`config.mk`:
```
export PLATFORM = sky130hd
export DESIGN_NAME = form_urlencoded_parser_core
export DESIGN_NICKNAME = d
export VERILOG_FILES = /design/src/design/fup_pkg.sv /design/src/design/fup_front.sv /design/src/design/fup_queue.sv /design/src/design/fup_back.sv /design/src/design/form_urlencoded_parser_core.sv
export SDC_FILE = /design/constraint.sdc
export NUM_CORES = 1
export LEC_CHECK = 0
export BUFFER_PORTS_ARGS = -buffer_cell sky130_fd_sc_hd__buf_4
export CORE_MARGIN = 4
export CORE_UTILIZATION = 58
export CTS_BUF_LIST = sky130_fd_sc_hd__clkbuf_2
export DETAILED_ROUTE_END_ITERATION = 6
export PLACE_DENSITY = 0.78
export SLEW_MARGIN = 5
export SYNTH_ARGS = -nofsm -noshare
export SYNTH_HDL_FRONTEND = slang
export SYNTH_SLANG_ARGS = --single-unit
```
`constraint.sdc`:
```
create_clock -name clk -period 8.1 [get_ports clk]
set_input_delay 1.62 -clock clk [delete_from_list [all_inputs] [get_ports clk]]
set_output_delay 1.62 -clock clk [all_outputs]
set_load 0.02 [all_outputs]
```
`src/design/fup_pkg.sv`:
```
// Shared types, constants and helpers for the form body parser.
// Used by every module of the parser; depends on nothing.
package fup_pkg;

  localparam int BODY_LIMIT = 1024;
  localparam int BCNT_W     = $clog2(BODY_LIMIT);
  localparam int LEN_W      = 10;
  localparam int Q_DEPTH    = 4;
  localparam int Q_AW       = $clog2(Q_DEPTH);

  localparam logic [7:0] MAX_REC_RESET = 8'd16;

  localparam logic [7:0] CH_PLUS  = 8'h2B;
  localparam logic [7:0] CH_PCT   = 8'h25;
  localparam logic [7:0] CH_EQ    = 8'h3D;
  localparam logic [7:0] CH_AMP   = 8'h26;
  localparam logic [7:0] CH_SPACE = 8'h20;

  typedef enum logic [2:0] {
    EV_NAME_CHAR  = 3'd0,
    EV_VALUE_CHAR = 3'd1,
    EV_NAME_END   = 3'd2,
    EV_RECORD_END = 3'd3,
    EV_DONE       = 3'd4,
    EV_ERROR      = 3'd5
  } event_t;

  typedef struct packed {
    logic [7:0] data_byte;
    logic       body_end;
  } in_item_t;

  typedef struct packed {
    logic [2:0]       event_res;
    logic [7:0]       out_byte;
    logic [7:0]       record_index;
    logic [LEN_W-1:0] body_length;
    logic             run_last;
  } out_item_t;

  // One result without its run_last flag, which the back end adds.
  typedef struct packed {
    logic [2:0]       event_res;
    logic [7:0]       out_byte;
    logic [7:0]       record_index;
    logic [LEN_W-1:0] body_length;
  } result_t;

  // All results caused by one input item (count is 0 to 3; a bundle with count 0 is never queued).
  typedef struct packed {
    logic [1:0]        count;
    result_t [2:0]     res;
  } bundle_t;

  typedef struct packed {
    logic    vld;
    bundle_t data;
  } q_port_t;

  // Hex digit value, or 16 when the byte is not a hex digit.
  function automatic logic [4:0] hex_val(input logic [7:0] c);
    logic [4:0] v;
    if (c >= 8'h30 && c <= 8'h39) begin
      v = 5'(c - 8'h30);
    end else if (c >= 8'h61 && c <= 8'h66) begin
      v = 5'(c - 8'h61 + 8'd10);
    end else if (c >= 8'h41 && c <= 8'h46) begin
      v = 5'(c - 8'h41 + 8'd10);
    end else begin
      v = 5'd16;
    end
    return v;
  endfunction

endpackage

```
`src/design/fup_front.sv`:
```
// Front end of the form body parser: accepts bytes, keeps the parse state
// and turns each byte into a bundle of results. Depends on fup_pkg.
module fup_front import fup_pkg::*; (
  input  logic      clk,
  input  logic      rst_n,
  input  logic      accept,
  input  in_item_t  item,
  input  logic      cfg_we,
  input  logic [7:0] cfg_data,
  output q_port_t   push
);

  typedef enum logic [1:0] {ESC_NONE, ESC_HIGH, ESC_LOW} esc_t;

  logic [7:0]        max_r;
  logic              inv_r, inv_nxt;
  logic              ns_r, ns_nxt;
  esc_t              esc_r, esc_nxt;
  logic [3:0]        hi_r, hi_nxt;
  logic [7:0]        rc_r, rc_nxt;
  logic [BCNT_W-1:0] bcnt_r, bcnt_nxt;
  logic              lim_r, lim_nxt;
  logic              fail_r, fail_nxt;

  logic              p_vld;
  result_t           p_res;
  logic [4:0]        hv;
  logic              bad;
  logic [1:0]        k;
  bundle_t           bnd;
  logic [7:0]        rc_done;

  always_comb begin
    inv_nxt  = inv_r;
    ns_nxt   = ns_r;
    esc_nxt  = esc_r;
    hi_nxt   = hi_r;
    rc_nxt   = rc_r;
    bcnt_nxt = bcnt_r;
    lim_nxt  = lim_r;
    fail_nxt = fail_r;
    p_vld    = 1'b0;
    p_res    = '0;
    hv       = hex_val(item.data_byte);
    bad      = 1'b0;
    k        = 2'd0;
    bnd      = '0;
    rc_done  = rc_r;

    if (!lim_r) begin
      if (bcnt_r == BCNT_W'(BODY_LIMIT - 1)) begin
        lim_nxt = 1'b1;
      end else begin
        bcnt_nxt = bcnt_r + 1'b1;
        if (!fail_r && rc_r < max_r) begin
          case (esc_r)
            ESC_HIGH: begin
              if (hv[4]) begin
                fail_nxt = 1'b1;
              end else begin
                hi_nxt  = hv[3:0];
                esc_nxt = ESC_LOW;
              end
            end
            ESC_LOW: begin
              if (hv[4]) begin
                fail_nxt = 1'b1;
              end else begin
                esc_nxt            = ESC_NONE;
                p_vld              = 1'b1;
                p_res.event_res    = inv_r ? EV_VALUE_CHAR : EV_NAME_CHAR;
                p_res.out_byte     = {hi_r, hv[3:0]};
                p_res.record_index = rc_r;
                if (!inv_r) ns_nxt = 1'b1;
              end
            end
            default: begin
              esc_nxt            = ESC_NONE;
              p_res.record_index = rc_r;
              if (item.data_byte == CH_EQ && !inv_r) begin
                p_vld           = 1'b1;
                p_res.event_res = EV_NAME_END;
                inv_nxt         = 1'b1;
              end else if (item.data_byte == CH_AMP && inv_r) begin
                p_vld           = 1'b1;
                p_res.event_res = EV_RECORD_END;
                rc_nxt          = rc_r + 1'b1;
                inv_nxt         = 1'b0;
                ns_nxt          = 1'b0;
              end else if (item.data_byte == CH_PCT) begin
                esc_nxt = ESC_HIGH;
                if (!inv_r) ns_nxt = 1'b1;
              end else begin
                p_vld           = 1'b1;
                p_res.event_res = inv_r ? EV_VALUE_CHAR : EV_NAME_CHAR;
                p_res.out_byte  = (item.data_byte == CH_PLUS) ? CH_SPACE : item.data_byte;
                if (!inv_r) ns_nxt = 1'b1;
              end
            end
          endcase
        end
      end
    end

    if (p_vld) begin
      bnd.res[0] = p_res;
      k          = 2'd1;
    end

    if (item.body_end) begin
      bad = fail_nxt || lim_nxt || esc_nxt == ESC_HIGH || esc_nxt == ESC_LOW ||
            (ns_nxt && !inv_nxt);
      rc_done = rc_nxt;
      if (bad) begin
        bnd.res[k].event_res    = EV_ERROR;
        bnd.res[k].record_index = rc_nxt;
        k                       = k + 2'd1;
      end else begin
        if (inv_nxt) begin
          bnd.res[k].event_res    = EV_RECORD_END;
          bnd.res[k].record_index = rc_nxt;
          k                       = k + 2'd1;
          rc_done                 = rc_nxt + 1'b1;
        end
        bnd.res[k].event_res    = EV_DONE;
        bnd.res[k].record_index = rc_done;
        bnd.res[k].body_length  = LEN_W'(bcnt_nxt);
        k                       = k + 2'd1;
      end
      inv_nxt  = 1'b0;
      ns_nxt   = 1'b0;
      esc_nxt  = ESC_NONE;
      hi_nxt   = '0;
      rc_nxt   = '0;
      bcnt_nxt = '0;
      lim_nxt  = 1'b0;
      fail_nxt = 1'b0;
    end
    bnd.count = k;
  end

  assign push.vld  = accept && (bnd.count != 2'd0);
  assign push.data = bnd;

  always_ff @(posedge clk) begin
    if (!rst_n) begin
      max_r  <= MAX_REC_RESET;
      inv_r  <= 1'b0;
      ns_r   <= 1'b0;
      esc_r  <= ESC_NONE;
      hi_r   <= '0;
      rc_r   <= '0;
      bcnt_r <= '0;
      lim_r  <= 1'b0;
      fail_r <= 1'b0;
    end else begin
      if (cfg_we) max_r <= cfg_data;
      if (accept) begin
        inv_r  <= inv_nxt;
        ns_r   <= ns_nxt;
        esc_r  <= esc_nxt;
        hi_r   <= hi_nxt;
        rc_r   <= rc_nxt;
        bcnt_r <= bcnt_nxt;
        lim_r  <= lim_nxt;
        fail_r <= fail_nxt;
      end
    end
  end

endmodule

```
`src/design/fup_queue.sv`:
```
// Short bundle queue between the parser front end and the result sequencer.
// Depends on fup_pkg for the bundle type and depth.
module fup_queue import fup_pkg::*; (
  input  logic    clk,
  input  logic    rst_n,
  input  q_port_t wr,
  output logic    full,
  input  logic    pop,
  output q_port_t rd
);

  bundle_t         mem [Q_DEPTH];
  logic [Q_AW-1:0] wp_r, wp_nxt;
  logic [Q_AW-1:0] rp_r, rp_nxt;
  logic [Q_AW:0]   cnt_r, cnt_nxt;
  logic            do_pop;

  assign full    = (cnt_r == (Q_AW+1)'(Q_DEPTH));
  assign rd.vld  = (cnt_r != '0);
  assign rd.data = mem[rp_r];
  assign do_pop  = pop && rd.vld;

  always_comb begin
    wp_nxt  = wr.vld ? wp_r + 1'b1 : wp_r;
    rp_nxt  = do_pop ? rp_r + 1'b1 : rp_r;
    cnt_nxt = cnt_r + (Q_AW+1)'(wr.vld) - (Q_AW+1)'(do_pop);
  end

  always_ff @(posedge clk) begin
    if (wr.vld) mem[wp_r] <= wr.data;
  end

  always_ff @(posedge clk) begin
    if (!rst_n) begin
      wp_r  <= '0;
      rp_r  <= '0;
      cnt_r <= '0;
    end else begin
      wp_r  <= wp_nxt;
      rp_r  <= rp_nxt;
      cnt_r <= cnt_nxt;
    end
  end

endmodule

```
`src/design/fup_back.sv`:
```
// Result sequencer: takes bundles from the queue and hands out their results
// one per cycle while out_stall is low, flagging the last one. Depends on fup_pkg.
module fup_back import fup_pkg::*; (
  input  logic      clk,
  input  logic      rst_n,
  input  q_port_t   rd,
  output logic      pop,
  output logic      out_valid,
  input  logic      out_stall,
  output out_item_t out_item
);

  bundle_t    cur_r, cur_nxt;
  logic [1:0] idx_r, idx_nxt;
  logic       vld_r, vld_nxt;
  logic       last_slot;
  logic       advance;
  result_t    sel;

  assign last_slot = (idx_r == cur_r.count - 2'd1);
  assign advance   = vld_r && !out_stall;
  assign pop       = !vld_r || (advance && last_slot);
  assign sel       = cur_r.res[idx_r];

  always_comb begin
    cur_nxt = cur_r;
    idx_nxt = idx_r;
    vld_nxt = vld_r;
    if (pop) begin
      cur_nxt = rd.data;
      idx_nxt = '0;
      vld_nxt = rd.vld;
    end else if (advance) begin
      idx_nxt = idx_r + 2'd1;
    end
  end

  assign out_valid             = vld_r;
  assign out_item.event_res    = sel.event_res;
  assign out_item.out_byte     = sel.out_byte;
  assign out_item.record_index = sel.record_index;
  assign out_item.body_length  = sel.body_length;
  assign out_item.run_last     = last_slot;

  always_ff @(posedge clk) begin
    cur_r <= cur_nxt;
    if (!rst_n) begin
      idx_r <= '0;
      vld_r <= 1'b0;
    end else begin
      idx_r <= idx_nxt;
      vld_r <= vld_nxt;
    end
  end

endmodule

```
`src/design/form_urlencoded_parser_core.sv`:
```
// Top level of the form body parser: front end, bundle queue and result
// sequencer. Depends on fup_pkg, fup_front, fup_queue and fup_back.

// The core takes an application/x-www-form-urlencoded body one byte per item
// and emits name characters, value characters, name ends, record ends and a
// closing done or error result, each with its record index. A byte is taken
// in every cycle while the four-entry bundle queue has room; the front end
// decodes a byte in the cycle it is accepted and stores all of its results
// as one bundle. The result sequencer hands out one result per cycle while
// out_stall is low; the final byte of a body can cause up to three results.
// Bytes that cause no result (a percent sign, the first hex digit of an
// escape, or bytes past the record limit) never reach the queue. The
// max_records register is written through cfg_we/cfg_data and should only
// be changed while no body is in flight. After the final byte the parse
// state returns to its reset values, ready for the next body.
module form_urlencoded_parser_core import fup_pkg::*; (
  input  logic       clk,
  input  logic       rst_n,
  input  logic       in_valid,
  output logic       in_stall,
  input  in_item_t   in_item,
  output logic       out_valid,
  input  logic       out_stall,
  output out_item_t  out_item,
  input  logic       cfg_we,
  input  logic [7:0] cfg_data
);

  q_port_t q_wr;
  q_port_t q_rd;
  logic    q_full;
  logic    q_pop;
  logic    in_accept;

  // Stall depends only on queue occupancy, so the input side never waits
  // on the output handshake directly.
  assign in_stall  = q_full;
  assign in_accept = in_valid && !q_full;

  fup_front u_front (
    .clk      (clk),
    .rst_n    (rst_n),
    .accept   (in_accept),
    .item     (in_item),
    .cfg_we   (cfg_we),
    .cfg_data (cfg_data),
    .push     (q_wr)
  );

  fup_queue u_queue (
    .clk   (clk),
    .rst_n (rst_n),
    .wr    (q_wr),
    .full  (q_full),
    .pop   (q_pop),
    .rd    (q_rd)
  );

  fup_back u_back (
    .clk       (clk),
    .rst_n     (rst_n),
    .rd        (q_rd),
    .pop       (q_pop),
    .out_valid (out_valid),
    .out_stall (out_stall),
    .out_item  (out_item)
  );

endmodule
```
==> reports/metrics.cfg, run 1 <==
[status]
status=completed

[die]
start_util_pct=59.2
fp.dieH_um=177
dieArea_um2=31400
die_w_um=177
core_area_um2=28000
io_pins=54
num_rows=61

[clock_tree]
post_cts_buffers=0
cts_buffer_depth=3
cts_buffers=93
clk_pin_slew_worst_paths_ps=90
cts_tree=done
cts_sinks=396
clock-root-buffer=clkbuf_2
ctsHoldBuffers=0
clk-insertion-delay-late_ps=940
cts_resized=0
htreeDepth=3

[finish]
final_nets=1212
syn2layout_area_growth_pct=9.68
drive_above_1_share_pct=25.8
nFillCells=2027

[synthesis]
synth_commonest_cells=350 x edfxtp_1, 117 x nor2_1, 70 x mux4_2
synth_most_common_cell=edfxtp_1
synth-seq-cells=396
syn-cell-area_um2=16600
syn_nets=1101
synth_ff_type=edfxtp_1
synth_top_area_share_pct=63.4
synth.avg_cell_area_um2=15.8
synth_cells=1053
yosysSeqAreaShare_pct=68.9
async_flop_share_pct=0
synth_top_area_cell=edfxtp_1
synth_edf_count=350
yosysWarnings=0
yosys-top-cells-area=edfxtp_1 63%, mux4_2 9.5%, dfxtp_1 5.6%
ys_types=74

[sta]
min_period_ps=5020
slew_headroom_pct=30.2
finalSetupTns_ps=0
worst_pin_slew_ps=1040
maxSlewViolCount=0
finalCritPeriodShare_pct=62.0
hold_violations=0
finalSetupViolations=0
timing.hold.ws_ps=498
fin_skew_ps=92.8
fmax_mhz=199
rsz0062_at_grt=no

[worst_setup_path]
startpoint_type=flop
cp_max_fo=19
slowest_delay_ps=920
cp.arrival_ps=5580
worstSetupEndpointType=flop
worstPathRequired_ps=8660
cp_num_buf_inv=3
critPathSlowestCell=or4_1
crit_chain=ha_1, nor2_1, or3_1, o221ai_2, or2_1, a21oi_1, buf_4, inv_1, ha_1, inv_1, or4_1, o2bb2ai_1, o2bb2ai_1
crit_type=reg2reg
cpLargestDelayFamily=simple AND/OR/NAND/NOR gates

[place]
io_buffers=53
place_congestion=0.887
dp_hpwl_um=21200

[routing]
postRouteAntennaNets=0
drc=0
dr.pass1.iters=5
routed_wl_um=33200
drtIter0Drc=893
routedWlPerCell_um=20.6
vias=9446
vias_per_cell=5.85

[global_route]
grt_remaining_overflow=0
grt_usage_pct=22.1
antenna_found_initial=1
grt_max_degree=50
grt_first_pass_wirelength_um=53200
grt_pass1_vias=9552

[flow_run]
maxCapViolCount=0

[min_path]
hp-class=reg2reg

[power]
total_leakage_power_uw=0.00629
peakVddDrop_uv=110
cellPowerDensity_nw_per_um2=282
total_power_uw=5140

[registers in the layout, summed over array words and instances, names as in the netlist]
signal and cells:
u_front.lim_r 1, u_queue.wp_r 2, u_queue.mem 280, u_queue.cnt_r 3, u_back.out_valid 1, u_front.bcnt_r 10, u_front.rc_r 8, u_front.hi_r 4
u_front.inv_r 1, u_front.esc_r 2, u_front.ns_r 1, u_back.cur_r 70, u_queue.rp_r 2, u_front.max_r 8, u_back.idx_r 2, u_front.fail_r 1
[per-layer routing]
metal  vias to the layer above  routed length [µm]  track usage, %  share of wire (%)
li1                       4347                   -               -                  -
met2                       395               15300            32.9                 46
met1                      4651               14400            32.9                 43
met3                        53                2840            5.32                8.5
met5                         -                   0               0                  0
met4                         0                 601            6.90                1.8
[metrics by stage]
step | worst slack, ps | instance area [µm²] | util (%) | cells
2_1_floorplan | 1690 | 16600 | - | 1053
3_3_place_gp | 2600 | 17400 | 62.0 | 1447
3_5_place_dp | 2480 | 17400 | 62.0 | 1447
4_1_cts | 3030 | 18200 | 64.9 | 1613
5_1_grt | 2730 | 18200 | 64.9 | 1614
6_report | 3080 | 18200 | 64.9 | 1614
[report_power, final]
part           switching, µW  internal [µW]  total, µW
sequential               149           2670       2820
clock                    746            464       1210
combinational            619            489       1110
total                   1510           3620       5140
[worst min-delay path: stages (launching register included)]
cell	delay, ps
dfxtp_1	330
mux2i_1	60
nor2_1	70
[worst paths after layout]
check / to / slack [ps] / from / cells after the start
max: u_queue.mem[0][15] / 3080 / u_front.rc_r[3] / 13
min: u_front.max_r[7] / 500 / u_front.max_r[7] / 2
max reg2reg: u_queue.mem[0][15] / 3080 / u_front.rc_r[3] / 13
min reg2reg: u_front.max_r[7] / 500 / u_front.max_r[7] / 2
[layout by cell type (no fill, tap or decap), types with 5 or more instances in the layout]
master | netlist | layout
and3_1 | 6 | 6
clkbuf_2 | 0 | 138
o21ai_0 | 44 | 43
nand2_1 | 65 | 65
buf_4 | 4 | 67
nand4_1 | 8 | 8
edfxtp_1 | 350 | 350
o22ai_1 | 8 | 8
mux4_2 | 70 | 70
a21oi_1 | 32 | 32
xnor2_1 | 15 | 15
clkinv_1 | 0 | 19
nor3_1 | 11 | 11
ha_1 | 25 | 25
and2_1 | 17 | 13
mux2i_1 | 33 | 33
a22oi_1 | 15 | 15
xor2_1 | 13 | 13
inv_1 | 31 | 31
dfxtp_1 | 46 | 44
nand3_1 | 5 | 5
nor2_1 | 117 | 117
or3_1 | 8 | 8
[kinds of logic after synthesis]
group | Yosys count | synth area share (%)
xor gates and xnor gates | 29 | 1.58
AOI/OAI and AO/OA | 142 | 5.66
and+or+nand+nor | 272 | 8.06
DFF | 396 | 68.9
adders and majority gates | 26 | 2.01
muxes | 105 | 11.6
buffers and inverters | 83 | 2.14
[cell type report]
cell class	count	area, µm²	area share (%)
inverters	32	125	0.688
multi-input cells	574	4820	26.5
clock inverters	28	145	0.798
well taps	378	473	2.60
repair buffers	67	503	2.76
clock buffers	138	691	3.80
diodes	1	2.50	0.0138
flip-flops and latches	396	11400	62.9
No activity file was read; power rests on OpenSTA's default activity.
==> inputs of run 2 (changes only) <==
==> constraint.sdc (replaced) <==
create_clock -name clk -period 4 [get_ports clk]
set_input_delay 0.8 -clock clk [delete_from_list [all_inputs] [get_ports clk]]
set_output_delay 0.8 -clock clk [all_outputs]
set_load 0.02 [all_outputs]
==> reports/metrics.cfg, run 2 (synthesis gave the netlist of run 1 again) <==
[global_route]
grt_remaining_overflow=0  ; unchanged
grt_first_pass_wirelength_um=54400  ; +2.2%
grt_max_degree=72  ; +44%
grt_pass1_vias=9926  ; +3.9%
grt_usage_pct=22.5  ; +0.40 points
antenna_found_initial=1  ; unchanged

[die]
die_w_um=177  ; unchanged
dieArea_um2=31400  ; unchanged
io_pins=54  ; unchanged
core_area_um2=28000  ; unchanged
fp.dieH_um=177  ; unchanged
start_util_pct=59.2  ; unchanged
num_rows=61  ; unchanged

[routing]
vias_per_cell=5.81  ; -0.68%
drtIter0Drc=927  ; +3.8%
routed_wl_um=34100  ; +2.8%
postRouteAntennaNets=0  ; unchanged
vias=9672  ; +2.4%
dr.pass1.iters=5  ; unchanged
routedWlPerCell_um=20.5  ; -0.26%
drc=0  ; unchanged

[power]
total_leakage_power_uw=0.00654  ; +4.0%
pwr-share-clk_pct=23.0  ; -0.6 points
cellPowerDensity_nw_per_um2=560  ; +98%
p_comb_share_pct=22.8  ; +1.2 points
p_sw_uw=3090  ; +100%
swShare_pct=29.5  ; about the same
peakVddDrop_uv=312  ; +180%
p_int_uw=7390  ; +100%
p_seq_share_pct=54.2  ; -0.7 points

[sta]
min_period_ps=3770  ; -1250 ps
worst_pin_slew_ps=956  ; -88.4 ps
slew_headroom_pct=35.6  ; +5.4 points
finalSetupTns_ps=0  ; unchanged
maxSlewViolCount=0  ; unchanged
fmax_mhz=265  ; +33%
finalSetupViolations=0  ; unchanged
fin_skew_ps=73.3  ; -19.5 ps
rsz0062_at_grt=no
finalCritPeriodShare_pct=94.3  ; +32 points
hold_violations=0  ; unchanged

[clock_tree]
clock-root-buffer=clkbuf_2
clk-insertion-delay-late_ps=900  ; -40 ps
cts_tree=done
clk_pin_slew_worst_paths_ps=110  ; +20 ps
cts_sinks=396  ; unchanged
ctsHoldBuffers=0  ; unchanged
htreeDepth=3  ; unchanged
post_cts_buffers=0  ; unchanged
cts_buffers=92  ; -1.1%
cts_buffer_depth=3  ; unchanged

[finish]
postLayoutCellArea_um2=18700  ; +2.9%
drive_above_1_share_pct=28.2  ; +2.4 points
syn2layout_area_growth_pct=12.8
nFillCells=1986  ; -2.0%
seq_area_um2=11400  ; unchanged
final_nets=1261  ; +4.0%
largest_register_ffs=280  ; unchanged
layout.cells.non_filler=1664  ; +3.1%
final_util_pct=66.8  ; +1.9 points
top_register=u_queue.mem
multi_input_area_um2=4830  ; +0.31%
final_common_cell=edfxtp_1
final_cell_mix=350 x edfxtp_1, 133 x clkbuf_2, 117 x nor2_1
top_regs=u_queue.mem: 280 flops, u_back.cur_r: 70 flops, u_front.bcnt_r: 10 flops

[min_path]
hp-class=in2reg
whs_path_depth=3  ; +1
hold_end=u_front.max_r[4]
min_from=cfg_data[4]

[place]
place_congestion=0.899  ; +1.4%
io_buffers=53  ; unchanged
dp_cells=1497  ; +3.5%
dp_hpwl_um=22500  ; +6.2%
placed_area_um2=17900  ; +3.0%

[worst_setup_path]
cp.arrival_ps=4480  ; -1100 ps
worstPathRequired_ps=4710  ; -3950 ps
startpoint_type=flop
crit_type=reg2reg
rrSetupSlack_ps=230  ; -2850 ps
cp_max_fo=13  ; -6
reg2regPathDepth=13  ; unchanged
r2r_start=u_front.rc_r[5]
r2r_end=u_queue.mem[1][11]
worstSetupEndpointType=flop

[status]
status=completed

[flow_run]
maxCapViolCount=0  ; unchanged

## run 2: area by class of cell
cell class                 instances  share of cell area [%]
timing repair buffer             117                    5.50
inverter                          32                   0.669
antenna                            1                  0.0134
tap                              378                    2.53
multi-input combinational        574                    25.8
clock buffer                     133                    3.56
clock inverter                    33                   0.802
sequential                       396                    61.1
## run 2: worst max path at each step
stage                startpoint            endpoint  cells after the start
3_3_place_gp         in_item[1]  u_queue.mem[0][27]                     15
4_1_cts         u_front.rc_r[5]  u_queue.mem[1][11]                     13
6_report        u_front.rc_r[5]  u_queue.mem[1][11]                     13
2_1_floorplan        in_item[2]  u_queue.mem[0][14]                     14
3_5_place_dp         in_item[1]  u_queue.mem[3][46]                     13
5_1_grt        u_front.max_r[2]  u_queue.mem[3][46]                     12
## run 2: metal layers
layer / vias to the layer above / track usage (%) / part of all wire, %
met2: 392 / 35.6 / 48
met5: - / 0 / 0
met4: 0 / 6.38 / 1.7
met1: 4786 / 31.6 / 42
met3: 53 / 5.58 / 7.9
li1: 4441 / - / -
## run 2: what timing repair did
action	4_1_cts	5_1_grt
resized for setup	0	1
setup endpoints to repair	0	32
endpoints found under the hold margin	0	0
## run 2: stage by stage
step / setup WS (ps) / total power, µW / hold WS, ps
6_report: 229 / 10500 / 145
5_1_grt: 12.4 / 11100 / 64.8
3_3_place_gp: 93.3 / 8130 / 476
2_1_floorplan: 51.1 / 7250 / 459
3_5_place_dp: 17.5 / 8210 / 482
4_1_cts: 137 / 10600 / 47.5
## run 2: worst max-delay path, cell delays in order, from the launching register on
cell and delay, ps:
dfxtp_1 450, ha_1 360, nand2_1 60, or3_1 390, o221ai_4 370, buf_4 220
nor3_2 60, buf_4 170, o22ai_1 250, nand2_2 180, or4_1 560, buf_12 210
o22ai_1 200, buf_4 160
## run 2: power by group through the flow
stage          Combinational [µW]  Sequential, µW  Clock (µW)
5_1_grt                      2580            5750        2760
6_report                     2390            5680        2410
2_1_floorplan                1620            5630           0
3_5_place_dp                 2430            5780           0
3_3_place_gp                 2390            5740           0
4_1_cts                      2430            5690        2500
